==> config.mk <==
export PLATFORM = sky130hd
export DESIGN_NAME = line_pixel_generator_flat
export DESIGN_NICKNAME = d
export VERILOG_FILES = /design/src/design/lpg_pkg.sv /design/src/design/lpg_channels.sv /design/src/design/lpg_ctrl.sv /design/src/design/lpg_datapath.sv /design/src/design/line_pixel_generator.sv /design/src/flat_wrapper.sv
export SDC_FILE = /design/constraint.sdc
export NUM_CORES = 1
export LEC_CHECK = 0
export ABC_AREA = 1
export BUFFER_PORTS_ARGS = -buffer_cell sky130_fd_sc_hd__clkbuf_2
export CAP_MARGIN = 20
export CORE_MARGIN = 2
export CORE_UTILIZATION = 50
export CTS_BUF_LIST = sky130_fd_sc_hd__clkbuf_16
export CTS_CLUSTER_DIAMETER = 120
export DETAILED_ROUTE_END_ITERATION = 10
export PLACE_DENSITY = 0.66
export REMOVE_ABC_BUFFERS = 1
export SKIP_CTS_REPAIR_TIMING = 1
export SLEW_MARGIN = 40
export SYNTH_ARGS = -nofsm -noshare
export SYNTH_HDL_FRONTEND = slang
export SYNTH_SLANG_ARGS = --single-unit
==> constraint.sdc <==
create_clock -name clk -period 10.7 [get_ports clk]
set_clock_uncertainty 0.15 [all_clocks]
set_input_delay 0.535 -clock clk [delete_from_list [all_inputs] [get_ports clk]]
set_output_delay 0.535 -clock clk [all_outputs]
set_load 0.05 [all_outputs]
==> src/design/lpg_pkg.sv <==
// Shared constants, codes and controller/datapath types for the line pixel generator.
`default_nettype none
package lpg_pkg;

  localparam int COORD_WIDTH_DEF = 12;
  localparam int HRES_WIDTH      = 13;
  localparam int COLOR_WIDTH     = 32;
  localparam logic [HRES_WIDTH-1:0] HRES_RESET = 13'd640;

  // Command codes carried in the opcode field
  typedef enum logic {
    OP_START = 1'b0,
    OP_STEP  = 1'b1
  } lpg_op_t;

  // Controller states
  typedef enum logic {
    ST_IDLE,
    ST_EMIT
  } lpg_state_t;

  // Commands from controller to datapath
  typedef struct packed {
    logic load_line;  // latch endpoints and color of a new line
    logic advance;    // capture the current pixel and step the walk
    logic emit;       // move the captured pixel into the output register
  } lpg_ctrl_t;

  // Status from datapath to controller
  typedef struct packed {
    logic line_active;  // a line has pixels left
    logic out_free;     // output register can take a beat this cycle
  } lpg_stat_t;

endpackage
`default_nettype wire

==> src/design/lpg_channels.sv <==
// Handshake channel interfaces: line commands, pixels and the resolution register write.
`default_nettype none
interface lpg_cmd_if #(
  parameter int COORD_WIDTH = lpg_pkg::COORD_WIDTH_DEF
);
  logic                          valid;
  logic                          ready;
  logic                          opcode;
  logic [COORD_WIDTH-1:0]        x_start;
  logic [COORD_WIDTH-1:0]        y_start;
  logic [COORD_WIDTH-1:0]        x_end;
  logic [COORD_WIDTH-1:0]        y_end;
  logic [lpg_pkg::COLOR_WIDTH-1:0] color;

  modport source (output valid, opcode, x_start, y_start, x_end, y_end, color, input ready);
  modport sink   (input valid, opcode, x_start, y_start, x_end, y_end, color, output ready);
endinterface

interface lpg_pixel_if #(
  parameter int COORD_WIDTH = lpg_pkg::COORD_WIDTH_DEF
);
  logic                            valid;
  logic                            ready;
  logic [COORD_WIDTH-1:0]          pixel_x;
  logic [COORD_WIDTH-1:0]          pixel_y;
  logic [2*COORD_WIDTH-1:0]        pixel_offset;
  logic [lpg_pkg::COLOR_WIDTH-1:0] pixel_color;
  logic                            last;

  modport source (output valid, pixel_x, pixel_y, pixel_offset, pixel_color, last, input ready);
  modport sink   (input valid, pixel_x, pixel_y, pixel_offset, pixel_color, last, output ready);
endinterface

interface lpg_cfg_if;
  logic                           valid;
  logic                           ready;
  logic [lpg_pkg::HRES_WIDTH-1:0] data;

  modport source (output valid, data, input ready);
  modport sink   (input valid, data, output ready);
endinterface
`default_nettype wire

==> src/design/lpg_ctrl.sv <==
// Controller state machine: sequences command acceptance and pixel emission.
`default_nettype none
module lpg_ctrl (
  input  wire               clk,
  input  wire               rst,
  input  wire               cmd_valid,
  input  wire               cmd_opcode,
  input  lpg_pkg::lpg_stat_t stat,
  output logic              cmd_ready,
  output lpg_pkg::lpg_ctrl_t ctrl
);
  import lpg_pkg::*;

  lpg_state_t state;
  lpg_state_t state_next;

  // State register
  always_ff @(posedge clk) begin
    if (rst) begin
      state <= ST_IDLE;
    end else begin
      state <= state_next;
    end
  end

  // Next state and commands
  always_comb begin
    state_next     = state;
    cmd_ready      = 1'b0;
    ctrl.load_line = 1'b0;
    ctrl.advance   = 1'b0;
    ctrl.emit      = 1'b0;
    unique case (state)
      ST_IDLE: begin
        cmd_ready = 1'b1;
        if (cmd_valid) begin
          if (cmd_opcode == OP_START) begin
            ctrl.load_line = 1'b1;
          end else if (stat.line_active) begin
            ctrl.advance = 1'b1;
            state_next   = ST_EMIT;
          end
          // a step with no active line is dropped
        end
      end
      ST_EMIT: begin
        if (stat.out_free) begin
          ctrl.emit  = 1'b1;
          state_next = ST_IDLE;
        end
      end
      default: begin
        state_next = ST_IDLE;
      end
    endcase
  end

endmodule
`default_nettype wire

==> src/design/lpg_datapath.sv <==
// Datapath: line registers, incremental quotient walk, offset multiply and output register.
`default_nettype none
module lpg_datapath #(
  parameter int COORD_WIDTH = lpg_pkg::COORD_WIDTH_DEF
) (
  input  wire                             clk,
  input  wire                             rst,
  input  lpg_pkg::lpg_ctrl_t              ctrl,
  output lpg_pkg::lpg_stat_t              stat,
  input  wire [COORD_WIDTH-1:0]           x_start,
  input  wire [COORD_WIDTH-1:0]           y_start,
  input  wire [COORD_WIDTH-1:0]           x_end,
  input  wire [COORD_WIDTH-1:0]           y_end,
  input  wire [lpg_pkg::COLOR_WIDTH-1:0]  color,
  lpg_cfg_if.sink                         cfg,
  lpg_pixel_if.source                     pixel
);
  import lpg_pkg::*;

  localparam int CW   = COORD_WIDTH;
  localparam int OFFW = 2 * COORD_WIDTH;
  localparam int PRODW = COORD_WIDTH + HRES_WIDTH;

  // Configuration and line state
  logic [HRES_WIDTH-1:0]  hres;
  logic                   line_active;
  logic                   y_major;
  logic                   minor_neg;
  logic [CW-1:0]          base_major;
  logic [CW-1:0]          base_minor;
  logic [CW-1:0]          major_len;
  logic [CW-1:0]          minor_len;
  logic [CW-1:0]          step_index;
  logic [CW-1:0]          quot;
  logic [CW-1:0]          rem;
  logic [COLOR_WIDTH-1:0] line_color;

  // Captured pixel awaiting its offset
  logic [CW-1:0] st_x;
  logic [CW-1:0] st_y;
  logic          st_last;

  // Output register
  logic                   out_valid;
  logic [CW-1:0]          out_x;
  logic [CW-1:0]          out_y;
  logic [OFFW-1:0]        out_offset;
  logic [COLOR_WIDTH-1:0] out_color;
  logic                   out_last;

  // Start decode
  logic signed [CW:0] dx;
  logic signed [CW:0] dy;
  logic [CW:0]        adx_w;
  logic [CW:0]        ady_w;
  logic [CW-1:0]      adx;
  logic [CW-1:0]      ady;
  logic               ld_y_major;
  logic               from_start;

  // Walk
  logic [CW-1:0] cur_major;
  logic [CW-1:0] cur_minor;
  logic          cur_last;
  logic [CW:0]   rem_sum;
  logic          rem_wrap;
  logic [CW:0]   rem_sub;

  // Offset
  logic [PRODW-1:0] prod;
  logic [OFFW-1:0]  offset;

  assign cfg.ready = 1'b1;

  // Endpoint deltas and walk direction for a new line
  always_comb begin
    dx         = $signed({1'b0, x_end}) - $signed({1'b0, x_start});
    dy         = $signed({1'b0, y_end}) - $signed({1'b0, y_start});
    adx_w      = dx[CW] ? (CW+1)'(-dx) : dx;
    ady_w      = dy[CW] ? (CW+1)'(-dy) : dy;
    adx        = adx_w[CW-1:0];
    ady        = ady_w[CW-1:0];
    ld_y_major = (adx < ady);
    if (ld_y_major) begin
      from_start = (y_start < y_end);
    end else begin
      from_start = (dx == '0) || (x_start < x_end);
    end
  end

  // Current pixel and remainder update
  always_comb begin
    cur_major = base_major + step_index;
    cur_minor = minor_neg ? (base_minor - quot) : (base_minor + quot);
    cur_last  = (step_index == major_len);
    rem_sum   = {1'b0, rem} + {1'b0, minor_len};
    rem_wrap  = (rem_sum >= {1'b0, major_len});
    rem_sub   = rem_sum - {1'b0, major_len};
  end

  // Resolution register and line state
  always_ff @(posedge clk) begin
    if (rst) begin
      hres        <= HRES_RESET;
      line_active <= 1'b0;
    end else begin
      if (cfg.valid) begin
        hres <= cfg.data;
      end
      if (ctrl.load_line) begin
        line_active <= 1'b1;
      end else if (ctrl.advance && cur_last) begin
        line_active <= 1'b0;
      end
    end
  end

  // Line payload and walk registers
  always_ff @(posedge clk) begin
    if (ctrl.load_line) begin
      y_major    <= ld_y_major;
      minor_neg  <= ld_y_major ? (dx[CW] ^ dy[CW]) : (dy[CW] ^ dx[CW]);
      base_major <= ld_y_major ? (from_start ? y_start : y_end)
                               : (from_start ? x_start : x_end);
      base_minor <= ld_y_major ? (from_start ? x_start : x_end)
                               : (from_start ? y_start : y_end);
      major_len  <= ld_y_major ? ady : adx;
      minor_len  <= ld_y_major ? adx : ady;
      step_index <= '0;
      quot       <= '0;
      rem        <= '0;
      line_color <= color;
    end else if (ctrl.advance) begin
      st_x       <= y_major ? cur_minor : cur_major;
      st_y       <= y_major ? cur_major : cur_minor;
      st_last    <= cur_last;
      step_index <= step_index + 1'b1;
      if (rem_wrap) begin
        rem  <= rem_sub[CW-1:0];
        quot <= quot + 1'b1;
      end else begin
        rem  <= rem_sum[CW-1:0];
      end
    end
  end

  // Linear offset: y times resolution plus x
  always_comb begin
    prod   = PRODW'(st_y) * PRODW'(hres);
    offset = OFFW'(prod) + OFFW'(st_x);
  end

  // Output register
  always_ff @(posedge clk) begin
    if (rst) begin
      out_valid <= 1'b0;
    end else if (ctrl.emit) begin
      out_valid <= 1'b1;
    end else if (pixel.ready) begin
      out_valid <= 1'b0;
    end
  end

  always_ff @(posedge clk) begin
    if (ctrl.emit) begin
      out_x      <= st_x;
      out_y      <= st_y;
      out_offset <= offset;
      out_color  <= line_color;
      out_last   <= st_last;
    end
  end

  assign pixel.valid        = out_valid;
  assign pixel.pixel_x      = out_x;
  assign pixel.pixel_y      = out_y;
  assign pixel.pixel_offset = out_offset;
  assign pixel.pixel_color  = out_color;
  assign pixel.last         = out_last;

  assign stat.line_active = line_active;
  assign stat.out_free    = !out_valid || pixel.ready;

endmodule
`default_nettype wire

==> src/design/line_pixel_generator.sv <==
// Line pixel generator top level: major-axis walk with a registered pixel output.
// A start command is accepted while idle and produces no pixel.
// A step command is accepted while idle; its pixel is captured and enters the output register
// once that register is free, and no further command is taken until then. Between capture and
// output sits the single offset multiply-and-add stage.
// Synchronous active-high reset: no line active, output empty, resolution 640.
`default_nettype none
module line_pixel_generator #(
  parameter int COORD_WIDTH = lpg_pkg::COORD_WIDTH_DEF
) (
  input  wire         clk,
  input  wire         rst,
  lpg_cmd_if.sink     cmd,
  lpg_cfg_if.sink     cfg,
  lpg_pixel_if.source pixel
);
  import lpg_pkg::*;

  lpg_ctrl_t ctrl;
  lpg_stat_t stat;
  logic      cmd_ready;

  assign cmd.ready = cmd_ready;

  // Controller
  lpg_ctrl u_ctrl (
    .clk        (clk),
    .rst        (rst),
    .cmd_valid  (cmd.valid),
    .cmd_opcode (cmd.opcode),
    .stat       (stat),
    .cmd_ready  (cmd_ready),
    .ctrl       (ctrl)
  );

  // Datapath
  lpg_datapath #(
    .COORD_WIDTH (COORD_WIDTH)
  ) u_datapath (
    .clk     (clk),
    .rst     (rst),
    .ctrl    (ctrl),
    .stat    (stat),
    .x_start (cmd.x_start),
    .y_start (cmd.y_start),
    .x_end   (cmd.x_end),
    .y_end   (cmd.y_end),
    .color   (cmd.color),
    .cfg     (cfg),
    .pixel   (pixel)
  );

  // A step on an active line blocks commands until its pixel is loaded
  a_step_blocks: assert property (@(posedge clk) disable iff (rst)
    (cmd.valid && cmd_ready && cmd.opcode == OP_STEP && stat.line_active) |=> !cmd_ready)
    else $error("step beat did not hold off the command channel");

  // The output register is only loaded when it can take a beat
  a_emit_free: assert property (@(posedge clk) disable iff (rst)
    ctrl.emit |-> stat.out_free)
    else $error("pixel loaded over an untaken beat");

  // A start always leaves a line active
  a_start_active: assert property (@(posedge clk) disable iff (rst)
    ctrl.load_line |=> stat.line_active)
    else $error("start did not activate a line");

  // An emitted pixel shows up as a valid beat in the next cycle
  a_emit_valid: assert property (@(posedge clk) disable iff (rst)
    ctrl.emit |=> pixel.valid)
    else $error("emitted pixel not presented");

endmodule
`default_nettype wire

==> src/flat_wrapper.sv <==
// flat-port wrapper written by rule: the top's interface ports become plain ports
module line_pixel_generator_flat import lpg_pkg::*;
#(
  parameter int COORD_WIDTH = lpg_pkg::COORD_WIDTH_DEF
)
  (clk, rst, cmd_valid, cmd_opcode, cmd_x_start, cmd_y_start, cmd_x_end, cmd_y_end, cmd_color, cmd_ready, cfg_valid, cfg_data, cfg_ready, pixel_valid, pixel_pixel_x, pixel_pixel_y, pixel_pixel_offset, pixel_pixel_color, pixel_last, pixel_ready);
  lpg_cmd_if #(.COORD_WIDTH(COORD_WIDTH)) cmd_i ();
  lpg_cfg_if cfg_i ();
  lpg_pixel_if #(.COORD_WIDTH(COORD_WIDTH)) pixel_i ();
  input  wire clk;
  input  wire rst;
  input wire logic [$bits(cmd_i.valid)-1:0] cmd_valid;
  input wire logic [$bits(cmd_i.opcode)-1:0] cmd_opcode;
  input wire logic [$bits(cmd_i.x_start)-1:0] cmd_x_start;
  input wire logic [$bits(cmd_i.y_start)-1:0] cmd_y_start;
  input wire logic [$bits(cmd_i.x_end)-1:0] cmd_x_end;
  input wire logic [$bits(cmd_i.y_end)-1:0] cmd_y_end;
  input wire logic [$bits(cmd_i.color)-1:0] cmd_color;
  output wire logic [$bits(cmd_i.ready)-1:0] cmd_ready;
  input wire logic [$bits(cfg_i.valid)-1:0] cfg_valid;
  input wire logic [$bits(cfg_i.data)-1:0] cfg_data;
  output wire logic [$bits(cfg_i.ready)-1:0] cfg_ready;
  output wire logic [$bits(pixel_i.valid)-1:0] pixel_valid;
  output wire logic [$bits(pixel_i.pixel_x)-1:0] pixel_pixel_x;
  output wire logic [$bits(pixel_i.pixel_y)-1:0] pixel_pixel_y;
  output wire logic [$bits(pixel_i.pixel_offset)-1:0] pixel_pixel_offset;
  output wire logic [$bits(pixel_i.pixel_color)-1:0] pixel_pixel_color;
  output wire logic [$bits(pixel_i.last)-1:0] pixel_last;
  input wire logic [$bits(pixel_i.ready)-1:0] pixel_ready;
  assign cmd_i.valid = cmd_valid;
  assign cmd_i.opcode = cmd_opcode;
  assign cmd_i.x_start = cmd_x_start;
  assign cmd_i.y_start = cmd_y_start;
  assign cmd_i.x_end = cmd_x_end;
  assign cmd_i.y_end = cmd_y_end;
  assign cmd_i.color = cmd_color;
  assign cmd_ready = cmd_i.ready;
  assign cfg_i.valid = cfg_valid;
  assign cfg_i.data = cfg_data;
  assign cfg_ready = cfg_i.ready;
  assign pixel_valid = pixel_i.valid;
  assign pixel_pixel_x = pixel_i.pixel_x;
  assign pixel_pixel_y = pixel_i.pixel_y;
  assign pixel_pixel_offset = pixel_i.pixel_offset;
  assign pixel_pixel_color = pixel_i.pixel_color;
  assign pixel_last = pixel_i.last;
  assign pixel_i.ready = pixel_ready;
  line_pixel_generator #(.COORD_WIDTH(COORD_WIDTH)) u_core (.clk(clk), .rst(rst), .cmd(cmd_i), .cfg(cfg_i), .pixel(pixel_i));
endmodule
==> PnR_summary.wiki, run 1 <==
{| class="wikitable"
! Metric !! Value
|-
| Result of the run || complete, no violations
|-
| Final antenna-violating net count || 0
|-
| Proportion of layout cells with a drive suffix above 1 || 10.8%
|-
| Number of global-route vias before repair || 15.5k
|-
| Drt wl/cell || 16.1 um
|-
| First drt pass iteration count || 5
|-
| Setup tns final || 0 ns
|-
| Antenna diode instance count || 0
|-
| Clock root buffer master || sky130_fd_sc_hd__clkbuf_16
|-
| Antenna violations before repair || 0
|-
| First DRT Iteration DRCs || 1140
|-
| Number of warnings issued by yosys || 0
|-
| Synth unique cells || 51
|-
| Sequential fraction of the synthesis area || 34.7%
|-
| Clock-pin slew on the worst setup and hold paths || 0.06 ns
|-
| Crit start category || flop
|-
| Global router's overall resource usage || 24.1%
|-
| Synth Cell Area || 0.0193 mm^2
|-
| Pre-CTS setup slack || 5.12 ns
|-
| Chip height || 200 um
|-
| Category of the critical setup timing path || reg -> reg
|-
| Final slew viol count || 0
|-
| Maximum number of pins on one net before global-route repair || 66
|-
| Period Utilization, post-route || 52.3%
|-
| Count of H-tree levels built during CTS || 1
|-
| Synthesis-stage register bit count || 240
|-
| Maximum clock insertion buffer count || 3
|-
| Number of ports placed on the die boundary || 183
|-
| Maximum ir drop on the vdd rail || 0.000102 V
|-
| Post-detailed-placement cell area || 0.0206 mm^2
|-
| Vias post-DR || 15.4k
|-
| Post-detailed-routing wire length || 48.5 mm
|-
| Final non-filler cell area || 0.0218 mm^2
|-
| Max_slew headroom || 51.0%
|-
| TritonCTS buffer count || 27
|-
| Instance count of the mapped netlist || 2304
|-
| Leakage dissipation || 11.1 nW
|-
| RD Place Congestion || 0.899
|-
| Max-capacitance violation count || 0
|-
| Total overflow reported by the global router || 0
|-
| Final critical-path required period || 5.60 ns
|-
| Max Clock Freq || 0.179 GHz
|-
| Worst min-delay path class || in -> reg
|-
| Slew of the pin with the lowest slew margin || 0.735 ns
|-
| Total clock sinks || 240
|-
| Type of destination of the critical path || flop
|-
| DR vias/cell || 5.11
|-
| Core outline area || 0.0378 mm^2
|-
| Synth async-reset ratio || 0%
|-
| Required time at the worst-slack endpoint || 10.84 ns
|-
| Critical path fanouts, max || 14
|-
| Worst Slack Setup Final || 5.10 ns
|-
| Residual DRC || 0
|-
| Primary flip-flop cell chosen by synthesis mapping || sky130_fd_sc_hd__edfxtp_1
|-
| Total Die Area || 0.0401 mm^2
|-
| P per Cell Area || 210 mW/mm^2
|-
| Die width || 200 um
|-
| Number of hold violations in the final report || 0
|-
| Initial standard-cell utilization of the core || 50.9%
|-
| Sum of net half-perimeters after detailed placement || 38.8 mm
|-
| Insertion delay of the later-clocked pin in the worst-skew pair || 0.56 ns
|-
| Endpoint arrival time on the critical path || 5.74 ns
|-
| TritonCTS clock tree || done
|-
| Number of placement rows || 71
|-
| Buffers on Ports || 181
|-
| RSZ-0062 raised after global routing || false
|-
| Fin nets || 2863
|-
| Number of synthesized flops with an enable pin || 188
|-
| Final count of negative-setup-slack endpoints || 0
|-
| First-pass GRT wire length || 78.2 mm
|-
| Area added between synthesis and finish || 12.9%
|-
| Post-synthesis area per instance || 8.37 um^2
|}
[sequential cells by signal, summed over array words and instances (netlist names), 13 cells and up]
signal / flops
u_core.u_datapath.line_color: 32
u_core.u_datapath.pixel.pixel_color: 32
u_core.u_datapath.pixel.pixel_offset: 24
u_core.u_datapath.hres: 13
[routing by layer]
layer / share of wire, % / global-route usage [%] / routed length [um] / vias up
met5: 0 / 0 / 0 / -
met4: 3.3 / 8.65 / 1610 / 0
met3: 4.0 / 2.38 / 1940 / 86
met2: 51 / 44.2 / 24700 / 406
met1: 42 / 29.5 / 20300 / 7255
li1: - / - / - / 7654
[final cells by class]
class | instances | area (um^2)
clock buffers | 28 | 701
repair buffers | 211 | 1220
multi-input cells | 1521 | 10500
well taps | 511 | 639
clock inverters | 22 | 196
fillers | 3518 | 16100
inverters | 483 | 1810
flip-flops and latches | 240 | 6690
[cells in the final DEF (no fill, tap or decap), drive strengths merged, types with 6 or more instances in the layout]
cell type | synthesis | final
fa | 126 | 126
o21ai | 100 | 100
ha | 154 | 154
xnor2 | 41 | 41
dfxtp | 52 | 52
nand3 | 166 | 166
nor3 | 15 | 15
edfxtp | 188 | 188
nand4 | 25 | 25
clkinv | 3 | 10
dlygate4sd3 | 0 | 22
nand2 | 565 | 565
inv | 480 | 489
clkbuf | 45 | 209
xor2 | 68 | 68
buf | 15 | 8
a31oi | 8 | 8
nor2 | 107 | 107
a21o | 7 | 7
nand3b | 6 | 6
a21oi | 99 | 99
[final timing paths]
| check | from | to | slack (ns) | cells after the start |
|---|---|---|---|---|
| max | u_core.u_datapath.st_y[3] | u_core.u_datapath.pixel.pixel_offset[23] | 5.10 | 19 |
| min | cmd_color[11] | u_core.u_datapath.line_color[11] | 0.008 | 1 |
| max reg2reg | u_core.u_datapath.st_y[3] | u_core.u_datapath.pixel.pixel_offset[23] | 5.10 | 19 |
| min reg2reg | u_core.u_datapath.st_last | u_core.u_datapath.pixel.last | 0.27 | 0 |
[worst max-delay path, stage by stage (launching register included)]
cell and delay (ns):
sky130_fd_sc_hd__edfxtp_1 0.70, sky130_fd_sc_hd__nand2_1 0.17, sky130_fd_sc_hd__fa_1 0.56, sky130_fd_sc_hd__inv_1 0.05, sky130_fd_sc_hd__fa_1 0.49, sky130_fd_sc_hd__inv_1 0.05
sky130_fd_sc_hd__fa_1 0.52, sky130_fd_sc_hd__inv_1 0.05, sky130_fd_sc_hd__fa_1 0.48, sky130_fd_sc_hd__inv_1 0.05, sky130_fd_sc_hd__fa_1 0.47, sky130_fd_sc_hd__inv_1 0.05
sky130_fd_sc_hd__ha_1 0.35, sky130_fd_sc_hd__a21oi_1 0.21, sky130_fd_sc_hd__nand2_1 0.07, sky130_fd_sc_hd__a21oi_1 0.30, sky130_fd_sc_hd__o21ai_0 0.28, sky130_fd_sc_hd__nand4_1 0.14
sky130_fd_sc_hd__nand2_1 0.07, sky130_fd_sc_hd__xor2_1 0.13
[stage by stage]
stage               hold slack [ns]  cells  power (mW)  utilization [%]
floorplan                     0.250   2244        3.03                -
global placement              0.250   2942        3.59             54.4
detailed placement            0.255   2943        3.63             54.5
CTS                         -0.0301   2993        4.57             56.8
global route               0.000497   3016        4.98             57.5
finish                      0.00786   3016        4.57             57.5
[cells in the mapped netlist, types with 2 or more instances]
cell                       number  area share [%]
sky130_fd_sc_hd__or2_2          3           0.097
sky130_fd_sc_hd__nor2_1       101             2.0
sky130_fd_sc_hd__a21o_1         7            0.27
sky130_fd_sc_hd__buf_6          4            0.23
sky130_fd_sc_hd__nand2_2       11            0.36
sky130_fd_sc_hd__and2_1         2           0.065
sky130_fd_sc_hd__ha_1         154              10
sky130_fd_sc_hd__clkbuf_1      45            0.88
sky130_fd_sc_hd__o21ai_1        2           0.052
sky130_fd_sc_hd__a211oi_1       2           0.078
sky130_fd_sc_hd__xnor2_1       41             1.9
sky130_fd_sc_hd__nand3_1      164             4.3
sky130_fd_sc_hd__fa_1         126              13
sky130_fd_sc_hd__nor3_1        15            0.39
sky130_fd_sc_hd__a21boi_0       2           0.078
sky130_fd_sc_hd__o31ai_1        5            0.19
sky130_fd_sc_hd__clkinv_1       3           0.058
sky130_fd_sc_hd__o21bai_1       4            0.16
sky130_fd_sc_hd__nand4_1       25            0.81
sky130_fd_sc_hd__xor2_1        68             3.1
sky130_fd_sc_hd__o211ai_1       3            0.12
sky130_fd_sc_hd__inv_2          4           0.078
sky130_fd_sc_hd__buf_8          2            0.16
sky130_fd_sc_hd__inv_1        476             9.3
sky130_fd_sc_hd__o21ai_0       95             2.5
sky130_fd_sc_hd__buf_2          7            0.18
sky130_fd_sc_hd__a21oi_1       98             2.5
sky130_fd_sc_hd__nor2_2         5            0.16
sky130_fd_sc_hd__edfxtp_1     188              29
sky130_fd_sc_hd__o21ai_2        2           0.091
sky130_fd_sc_hd__nand2_1      552              11
sky130_fd_sc_hd__a22oi_1        2           0.078
sky130_fd_sc_hd__nand3b_1       6            0.23
sky130_fd_sc_hd__nor4_1         5            0.16
sky130_fd_sc_hd__dfxtp_1       52             5.4
sky130_fd_sc_hd__a31oi_1        8            0.26
[report_power, final]
group	switching (mW)	internal, mW	leakage (nW)
registers	0.0727	1.20	2.15
clock network	0.397	0.532	0.442
logic	1.51	0.851	8.45
[kinds of logic after synthesis]
group,after synthesis,synth area share [%]
simple gates,896,19.7
buf+inv,543,10.9
fa+ha+maj,280,23.1
flops,240,34.7
compound gates,235,6.66
xor+xnor,109,4.95
other cells,1,0.0195
No activity file was read; power rests on OpenSTA's default activity.
==> run 2, diff against run 1 <==
clock period = 5.38 ns   (was 10.7 ns; I/O delays follow)
==> PnR_summary.wiki, run 2 (synthesis gave the netlist of run 1 again) <==
{| class="wikitable"
! Metric !! Value
|-
| Sum of net half-perimeters after detailed placement || 37.9 mm (was 38.8 mm)
|-
| Endpoint arrival time on the critical path || 5.34 ns (was 5.74 ns)
|-
| Chip height || 200 um (unchanged)
|-
| First DRT Iteration DRCs || 885 (was 1140)
|-
| Clock-pin slew on the worst setup and hold paths || 0.07 ns (was 0.06 ns)
|-
| Initial standard-cell utilization of the core || 50.9% (unchanged)
|-
| Die width || 200 um (unchanged)
|-
| Crit start category || flop (unchanged)
|-
| Final antenna-violating net count || 0 (unchanged)
|-
| Clock root buffer master || sky130_fd_sc_hd__clkbuf_16 (unchanged)
|-
| Vias post-DR || 15.5k (was 15.4k)
|-
| Final count of negative-setup-slack endpoints || 0 (unchanged)
|-
| Worst min-delay path class || in -> reg (unchanged)
|-
| Total overflow reported by the global router || 0 (unchanged)
|-
| Number of placement rows || 71 (unchanged)
|-
| Worst Hold Margin || -0.000396 ns (was 0.00786 ns)
|-
| Uppermost metal layer occupied by signal nets || met4 (unchanged)
|-
| P per Cell Area || 409 mW/mm^2 (was 210 mW/mm^2)
|-
| Switching share of total power || 42.9% (was 43.4%)
|-
| Slew of the pin with the lowest slew margin || 0.778 ns (was 0.735 ns)
|-
| Worst Slack Setup Final || 0.175 ns (was 5.10 ns)
|-
| Area added between synthesis and finish || 16.3% (was 12.9%)
|-
| Start point of the worst min-delay path || cmd_y_start[4] (was cmd_color[11])
|-
| Max_slew headroom || 48.1% (was 51.0%)
|-
| FILL cells || 3400 (was 3518)
|-
| Drt wl/cell || 15.3 um (was 16.1 um)
|-
| DR vias/cell || 5.00 (was 5.11)
|-
| Net switching power figure || 3.93 mW (was 1.98 mW)
|-
| First drt pass iteration count || 5 (unchanged)
|-
| Most frequent cells in the layout || sky130_fd_sc_hd__nand2_1, sky130_fd_sc_hd__inv_1, sky130_fd_sc_hd__edfxtp_1 (unchanged)
|-
| Proportion of layout cells with a drive suffix above 1 || 13.0% (was 10.8%)
|-
| Number of placed instances with taps included || 2985 (was 2943)
|-
| Max-capacitance violation count || 0 (unchanged)
|-
| Worst r2r src || u_core.u_datapath.st_y[6] (was u_core.u_datapath.st_y[3])
|-
| Required time at the worst-slack endpoint || 5.51 ns (was 10.84 ns)
|-
| Buffers on Ports || 181 (unchanged)
|-
| Maximum ir drop on the vdd rail || 0.000205 V (was 0.000102 V)
|-
| Register-to-register setup slack || 0.18 ns (was 5.10 ns)
|-
| Clock Power Share || 18.2% (was 20.4%)
|-
| Final critical-path required period || 5.20 ns (was 5.60 ns)
|-
| Residual DRC || 0 (unchanged)
|-
| Count of non-filler cells in the finished layout || 3097 (was 3016)
|-
| Violations in the final reports || hold timing
|-
| Combinational group share of total power || 54.4% (was 51.7%)
|-
| Number of ports placed on the die boundary || 183 (unchanged)
|-
| Fin nets || 2945 (was 2863)
|-
| Cell-internal power || 5.24 mW (was 2.58 mW)
|-
| Length of routed wiring on met1 || 20.1 mm (was 20.3 mm)
|-
| Maximum number of pins on one net before global-route repair || 72 (was 66)
|-
| Met2 wirelength from detailed routing || 24.5 mm (was 24.7 mm)
|-
| Number of global-route vias before repair || 15.5k (about the same)
|-
| Insertion delay of the later-clocked pin in the worst-skew pair || 0.55 ns (was 0.56 ns)
|-
| Final slew viol count || 0 (unchanged)
|-
| Maximum clock insertion buffer count || 3 (unchanged)
|-
| Antenna violations before repair || 0 (unchanged)
|-
| Met3 WL post-DR || 1.72 mm (was 1.94 mm)
|-
| Pre-CTS setup slack || 0.0221 ns (was 5.12 ns)
|-
| Critical path fanouts, max || 7 (was 14)
|-
| Global router's overall resource usage || 23.5% (was 24.1%)
|-
| Number of hold violations in the final report || 1 (was 0)
|-
| Leakage dissipation || 11.4 nW (was 11.1 nW)
|-
| TritonCTS clock tree || done (unchanged)
|-
| Sequential share of power || 27.3% (was 27.9%)
|-
| Core outline area || 0.0378 mm^2 (unchanged)
|-
| Post-detailed-routing wire length || 47.4 mm (was 48.5 mm)
|-
| Total clock sinks || 240 (unchanged)
|-
| First-pass GRT wire length || 77.2 mm (was 78.2 mm)
|-
| Period Utilization, post-route || 96.7% (was 52.3%)
|-
| TritonCTS buffer count || 26 (was 27)
|-
| Antenna diode instance count || 0 (unchanged)
|-
| Category of the critical setup timing path || reg -> reg (unchanged)
|-
| Worst setup startpoint || u_core.u_datapath.st_y[6] (was u_core.u_datapath.st_y[3])
|-
| RD Place Congestion || 0.966 (was 0.899)
|-
| Most common cell after layout, fill and taps aside || sky130_fd_sc_hd__nand2_1 (unchanged)
|-
| Setup tns final || 0 ns (unchanged)
|-
| Result of the run || finished, violations left (was complete, no violations)
|-
| Count of H-tree levels built during CTS || 1 (unchanged)
|-
| Max Clock Freq || 0.192 GHz (was 0.179 GHz)
|-
| Type of destination of the critical path || flop (unchanged)
|-
| Total Die Area || 0.0401 mm^2 (unchanged)
|}
==> run 2: critical path, cell delays in order, from the launching register on <==
cell and delay [ns]:
sky130_fd_sc_hd__edfxtp_1 0.49, sky130_fd_sc_hd__nand2_1 0.11, sky130_fd_sc_hd__inv_1 0.06, sky130_fd_sc_hd__fa_1 0.53, sky130_fd_sc_hd__inv_1 0.06, sky130_fd_sc_hd__fa_1 0.52, sky130_fd_sc_hd__inv_1 0.05, sky130_fd_sc_hd__fa_1 0.46
sky130_fd_sc_hd__fa_1 0.55, sky130_fd_sc_hd__inv_1 0.05, sky130_fd_sc_hd__fa_1 0.52, sky130_fd_sc_hd__inv_1 0.04, sky130_fd_sc_hd__ha_1 0.31, sky130_fd_sc_hd__buf_4 0.15, sky130_fd_sc_hd__a21oi_1 0.21, sky130_fd_sc_hd__o21ai_1 0.11
sky130_fd_sc_hd__a211oi_1 0.26, sky130_fd_sc_hd__nand3_1 0.14, sky130_fd_sc_hd__xor2_1 0.16
==> run 2: worst paths after layout <==
check / end / depth (start not counted)
worst max-delay path: u_core.u_datapath.pixel.pixel_offset[22] / 18
worst min-delay path: u_core.u_datapath.base_major[4] / 5
worst max register to register: u_core.u_datapath.pixel.pixel_offset[22] / 18
worst min register to register: u_core.u_datapath.pixel.pixel_color[2] / 0
==> run 2: layer usage <==
metal  GRT usage (%)  vias to the layer above
met3            2.18                       70
li1                -                     7807
met2            43.7                      345
met4            6.51                        0
met1            29.0                     7270
met5               0                        -
==> run 2: layout make-up <==
| type | instances | area [um^2] | area share, % |
|---|---|---|---|
| clock buffer | 28 | 701 | 3.13 |
| clock inverter | 20 | 105 | 0.469 |
| inverter | 483 | 1810 | 8.09 |
| multi-input combinational | 1521 | 10600 | 47.3 |
| sequential | 240 | 6690 | 29.8 |
| tap | 511 | 639 | 2.85 |
| timing repair buffer | 294 | 1880 | 8.37 |
==> run 2: power by group through the flow <==
stage | Clock [mW] | Sequential [mW] | Combinational (mW)
3_5_place_dp | 0 | 2.55 | 4.76
3_3_place_gp | 0 | 2.54 | 4.71
5_1_grt | 1.78 | 2.52 | 5.72
6_report | 1.67 | 2.51 | 4.99
2_1_floorplan | 0 | 2.56 | 3.46
4_1_cts | 1.72 | 2.51 | 4.79
==> run 2: stage by stage <==
| step | area, um^2 | hold slack, ns | total power, mW | util, % |
|---|---|---|---|---|
| floorplan | 19000 | 0.188 | 6.02 | - |
| global placement | 20900 | 0.251 | 7.26 | 55.3 |
| detailed placement | 20900 | 0.255 | 7.31 | 55.3 |
| CTS | 21700 | -0.285 | 9.01 | 57.4 |
| global route | 22400 | 0.0131 | 10.0 | 59.2 |
| finish | 22400 | -0.000396 | 9.17 | 59.2 |
==> run 3, diff against run 2 <==
BUFFER_PORTS_ARGS = not set   (was -buffer_cell sky130_fd_sc_hd__clkbuf_2)
DONT_BUFFER_PORTS = 1   (was not set)
PLACE_DENSITY = 0.62   (was 0.66)
==> PnR_summary.wiki, run 3 (synthesis gave the netlist of run 1 again) <==
{| class="wikitable"
! Metric !! Value
|-
| FILL cells || 3430 (was 3400)
|-
| DR vias/cell || 5.16 (was 5.00)
|-
| First drt pass iteration count || 6 (was 5)
|-
| Global router's overall resource usage || 22.8% (was 23.5%)
|-
| Count of H-tree levels built during CTS || 1 (unchanged)
|-
| Vias post-DR || 15.3k (was 15.5k)
|-
| Number of placed instances with taps included || 2792 (was 2985)
|-
| Category of the critical setup timing path || reg -> reg (unchanged)
|-
| Final critical-path required period || 5.23 ns (was 5.20 ns)
|-
| Post-detailed-routing wire length || 47.4 mm (about the same)
|-
| Multi-input gate area || 0.0106 mm^2 (about the same)
|-
| Total Die Area || 0.0401 mm^2 (unchanged)
|-
| Period Utilization, post-route || 97.1% (was 96.7%)
|-
| Clock root buffer master || sky130_fd_sc_hd__clkbuf_16 (unchanged)
|-
| TritonCTS buffer count || 28 (was 26)
|-
| Final slew viol count || 0 (unchanged)
|-
| Core outline area || 0.0378 mm^2 (unchanged)
|-
| Die width || 200 um (unchanged)
|-
| Residual DRC || 0 (unchanged)
|-
| Required time at the worst-slack endpoint || 5.52 ns (was 5.51 ns)
|-
| Final non-filler cell area || 0.0220 mm^2 (was 0.0224 mm^2)
|-
| Antenna violations before repair || 0 (unchanged)
|-
| Worst Hold Margin || -0.0318 ns (was -0.000396 ns)
|-
| Total overflow reported by the global router || 0 (unchanged)
|-
| TritonCTS clock tree || done (unchanged)
|-
| Final count of negative-setup-slack endpoints || 0 (unchanged)
|-
| Most frequent cells in the layout || sky130_fd_sc_hd__nand2_1, sky130_fd_sc_hd__inv_1, sky130_fd_sc_hd__edfxtp_1 (unchanged)
|-
| Max Clock Freq || 0.191 GHz (was 0.192 GHz)
|-
| First-pass GRT wire length || 74.6 mm (was 77.2 mm)
|-
| Drt wl/cell || 16.0 um (was 15.3 um)
|-
| Result of the run || finished, violations left (unchanged)
|-
| Leakage dissipation || 10.8 nW (was 11.4 nW)
|-
| Number of hold violations in the final report || 8 (was 1)
|-
| Type of destination of the critical path || flop (unchanged)
|-
| Total clock sinks || 240 (unchanged)
|-
| Count of non-filler cells in the finished layout || 2963 (was 3097)
|-
| Number of global-route vias before repair || 14.9k (was 15.5k)
|-
| Insertion delay of the later-clocked pin in the worst-skew pair || 0.56 ns (was 0.55 ns)
|-
| Final antenna-violating net count || 0 (unchanged)
|-
| Global Route met3 Usage || 3.25% (was 2.18%)
|-
| Maximum clock insertion buffer count || 3 (unchanged)
|-
| Initial standard-cell utilization of the core || 50.9% (unchanged)
|-
| Critical path fanouts, max || 7 (unchanged)
|-
| Violations in the final reports || hold timing (unchanged)
|-
| Grt peak-use layer || met2 (unchanged)
|-
| Max-capacitance violation count || 0 (unchanged)
|-
| Area added between synthesis and finish || 14.1% (was 16.3%)
|-
| Chip height || 200 um (unchanged)
|-
| Maximum number of pins on one net before global-route repair || 68 (was 72)
|-
| Most common cell after layout, fill and taps aside || sky130_fd_sc_hd__nand2_1 (unchanged)
|-
| Proportion of layout cells with a drive suffix above 1 || 5.59% (was 13.0%)
|-
| Met2 GRT Util || 41.5% (was 43.7%)
|-
| Setup tns final || 0 ns (unchanged)
|-
| Met1 Use GR || 27.9% (was 29.0%)
|-
| First DRT Iteration DRCs || 888 (was 885)
|-
| P per Cell Area || 419 mW/mm^2 (was 409 mW/mm^2)
|-
| Max_slew headroom || 47.6% (was 48.1%)
|-
| RD Place Congestion || 0.932 (was 0.966)
|-
| Worst min-delay path class || in -> reg (unchanged)
|-
| Sequential cell area || 0.00669 mm^2 (about the same)
|-
| Buffers on Ports || 0 (was 181)
|-
| Number of ports placed on the die boundary || 183 (unchanged)
|-
| Clock-pin slew on the worst setup and hold paths || 0.06 ns (was 0.07 ns)
|-
| Endpoint arrival time on the critical path || 5.37 ns (was 5.34 ns)
|-
| Maximum ir drop on the vdd rail || 0.000249 V (was 0.000205 V)
|-
| Sum of net half-perimeters after detailed placement || 37.2 mm (was 37.9 mm)
|-
| Slew of the pin with the lowest slew margin || 0.786 ns (was 0.778 ns)
|-
| Crit start category || flop (unchanged)
|-
| Number of placement rows || 71 (unchanged)
|-
| Post-detailed-placement cell area || 0.0199 mm^2 (was 0.0209 mm^2)
|-
| Fin nets || 2810 (was 2945)
|-
| Antenna diode instance count || 0 (unchanged)
|}
-- run 3: cell types whose count changed in the layout (fill, tap and decap cells not counted), sizes merged --
cell,change
clkbuf,-180
dlygate4sd3,+60
inv,+1
clkinvlp,+1
buf,-16
-- run 3: per-stage QoR --
step	util (%)	total power, mW	setup slack, ns
floorplan	-	6.02	-1.73
global placement	52.6	7.06	0.0613
detailed placement	52.6	7.16	-0.0520
CTS	54.9	8.93	-0.0674
global route	58.1	10.0	-0.0233
finish	58.1	9.23	0.154
-- run 3: area by class of cell --
type | instances | share of cell area [%]
clock buffer | 29 | 3.30
clock inverter | 22 | 0.529
inverter | 483 | 8.25
multi-input combinational | 1521 | 48.0
sequential | 240 | 30.4
tap | 511 | 2.91
timing repair buffer | 157 | 6.60
-- run 3: worst paths after layout --
kind,cells after the start,end,startpoint,slack [ns]
setup / recovery,18,u_core.u_datapath.pixel.pixel_offset[16],u_core.u_datapath.st_y[0],0.15
hold / removal,4,u_core.u_datapath.base_major[1],cmd_x_end[1],-0.03
setup reg to reg,18,u_core.u_datapath.pixel.pixel_offset[16],u_core.u_datapath.st_y[0],0.15
hold reg to reg,0,u_core.u_datapath.pixel.pixel_color[9],u_core.u_datapath.line_color[9],0.27
-- run 3: routing by layer --
metal / routed length [um] / share of wire, %
met5: 0 / 0
met4: 1680 / 3.5
met3: 2280 / 4.8
met2: 23600 / 50
met1: 19800 / 42
-- run 3: critical path, stage by stage, from the launching register on --
cell                       delay [ns]
sky130_fd_sc_hd__edfxtp_1        0.50
sky130_fd_sc_hd__nand2_1         0.11
sky130_fd_sc_hd__inv_1           0.06
sky130_fd_sc_hd__fa_1            0.53
sky130_fd_sc_hd__inv_1           0.05
sky130_fd_sc_hd__fa_1            0.48
sky130_fd_sc_hd__inv_1           0.05
sky130_fd_sc_hd__fa_1            0.49
sky130_fd_sc_hd__fa_1            0.55
sky130_fd_sc_hd__inv_1           0.05
sky130_fd_sc_hd__fa_1            0.47
sky130_fd_sc_hd__inv_1           0.04
sky130_fd_sc_hd__ha_1            0.35
sky130_fd_sc_hd__nand2_1         0.11
sky130_fd_sc_hd__nor2_2          0.25
sky130_fd_sc_hd__a21o_1          0.22
sky130_fd_sc_hd__a31oi_2         0.13
sky130_fd_sc_hd__o31ai_1         0.28
sky130_fd_sc_hd__xor2_1          0.10
-- run 3: where the power goes --
part           switching [mW]  internal, mW
combinational            3.05          1.89
sequential              0.172          2.39
clock                   0.750         0.971
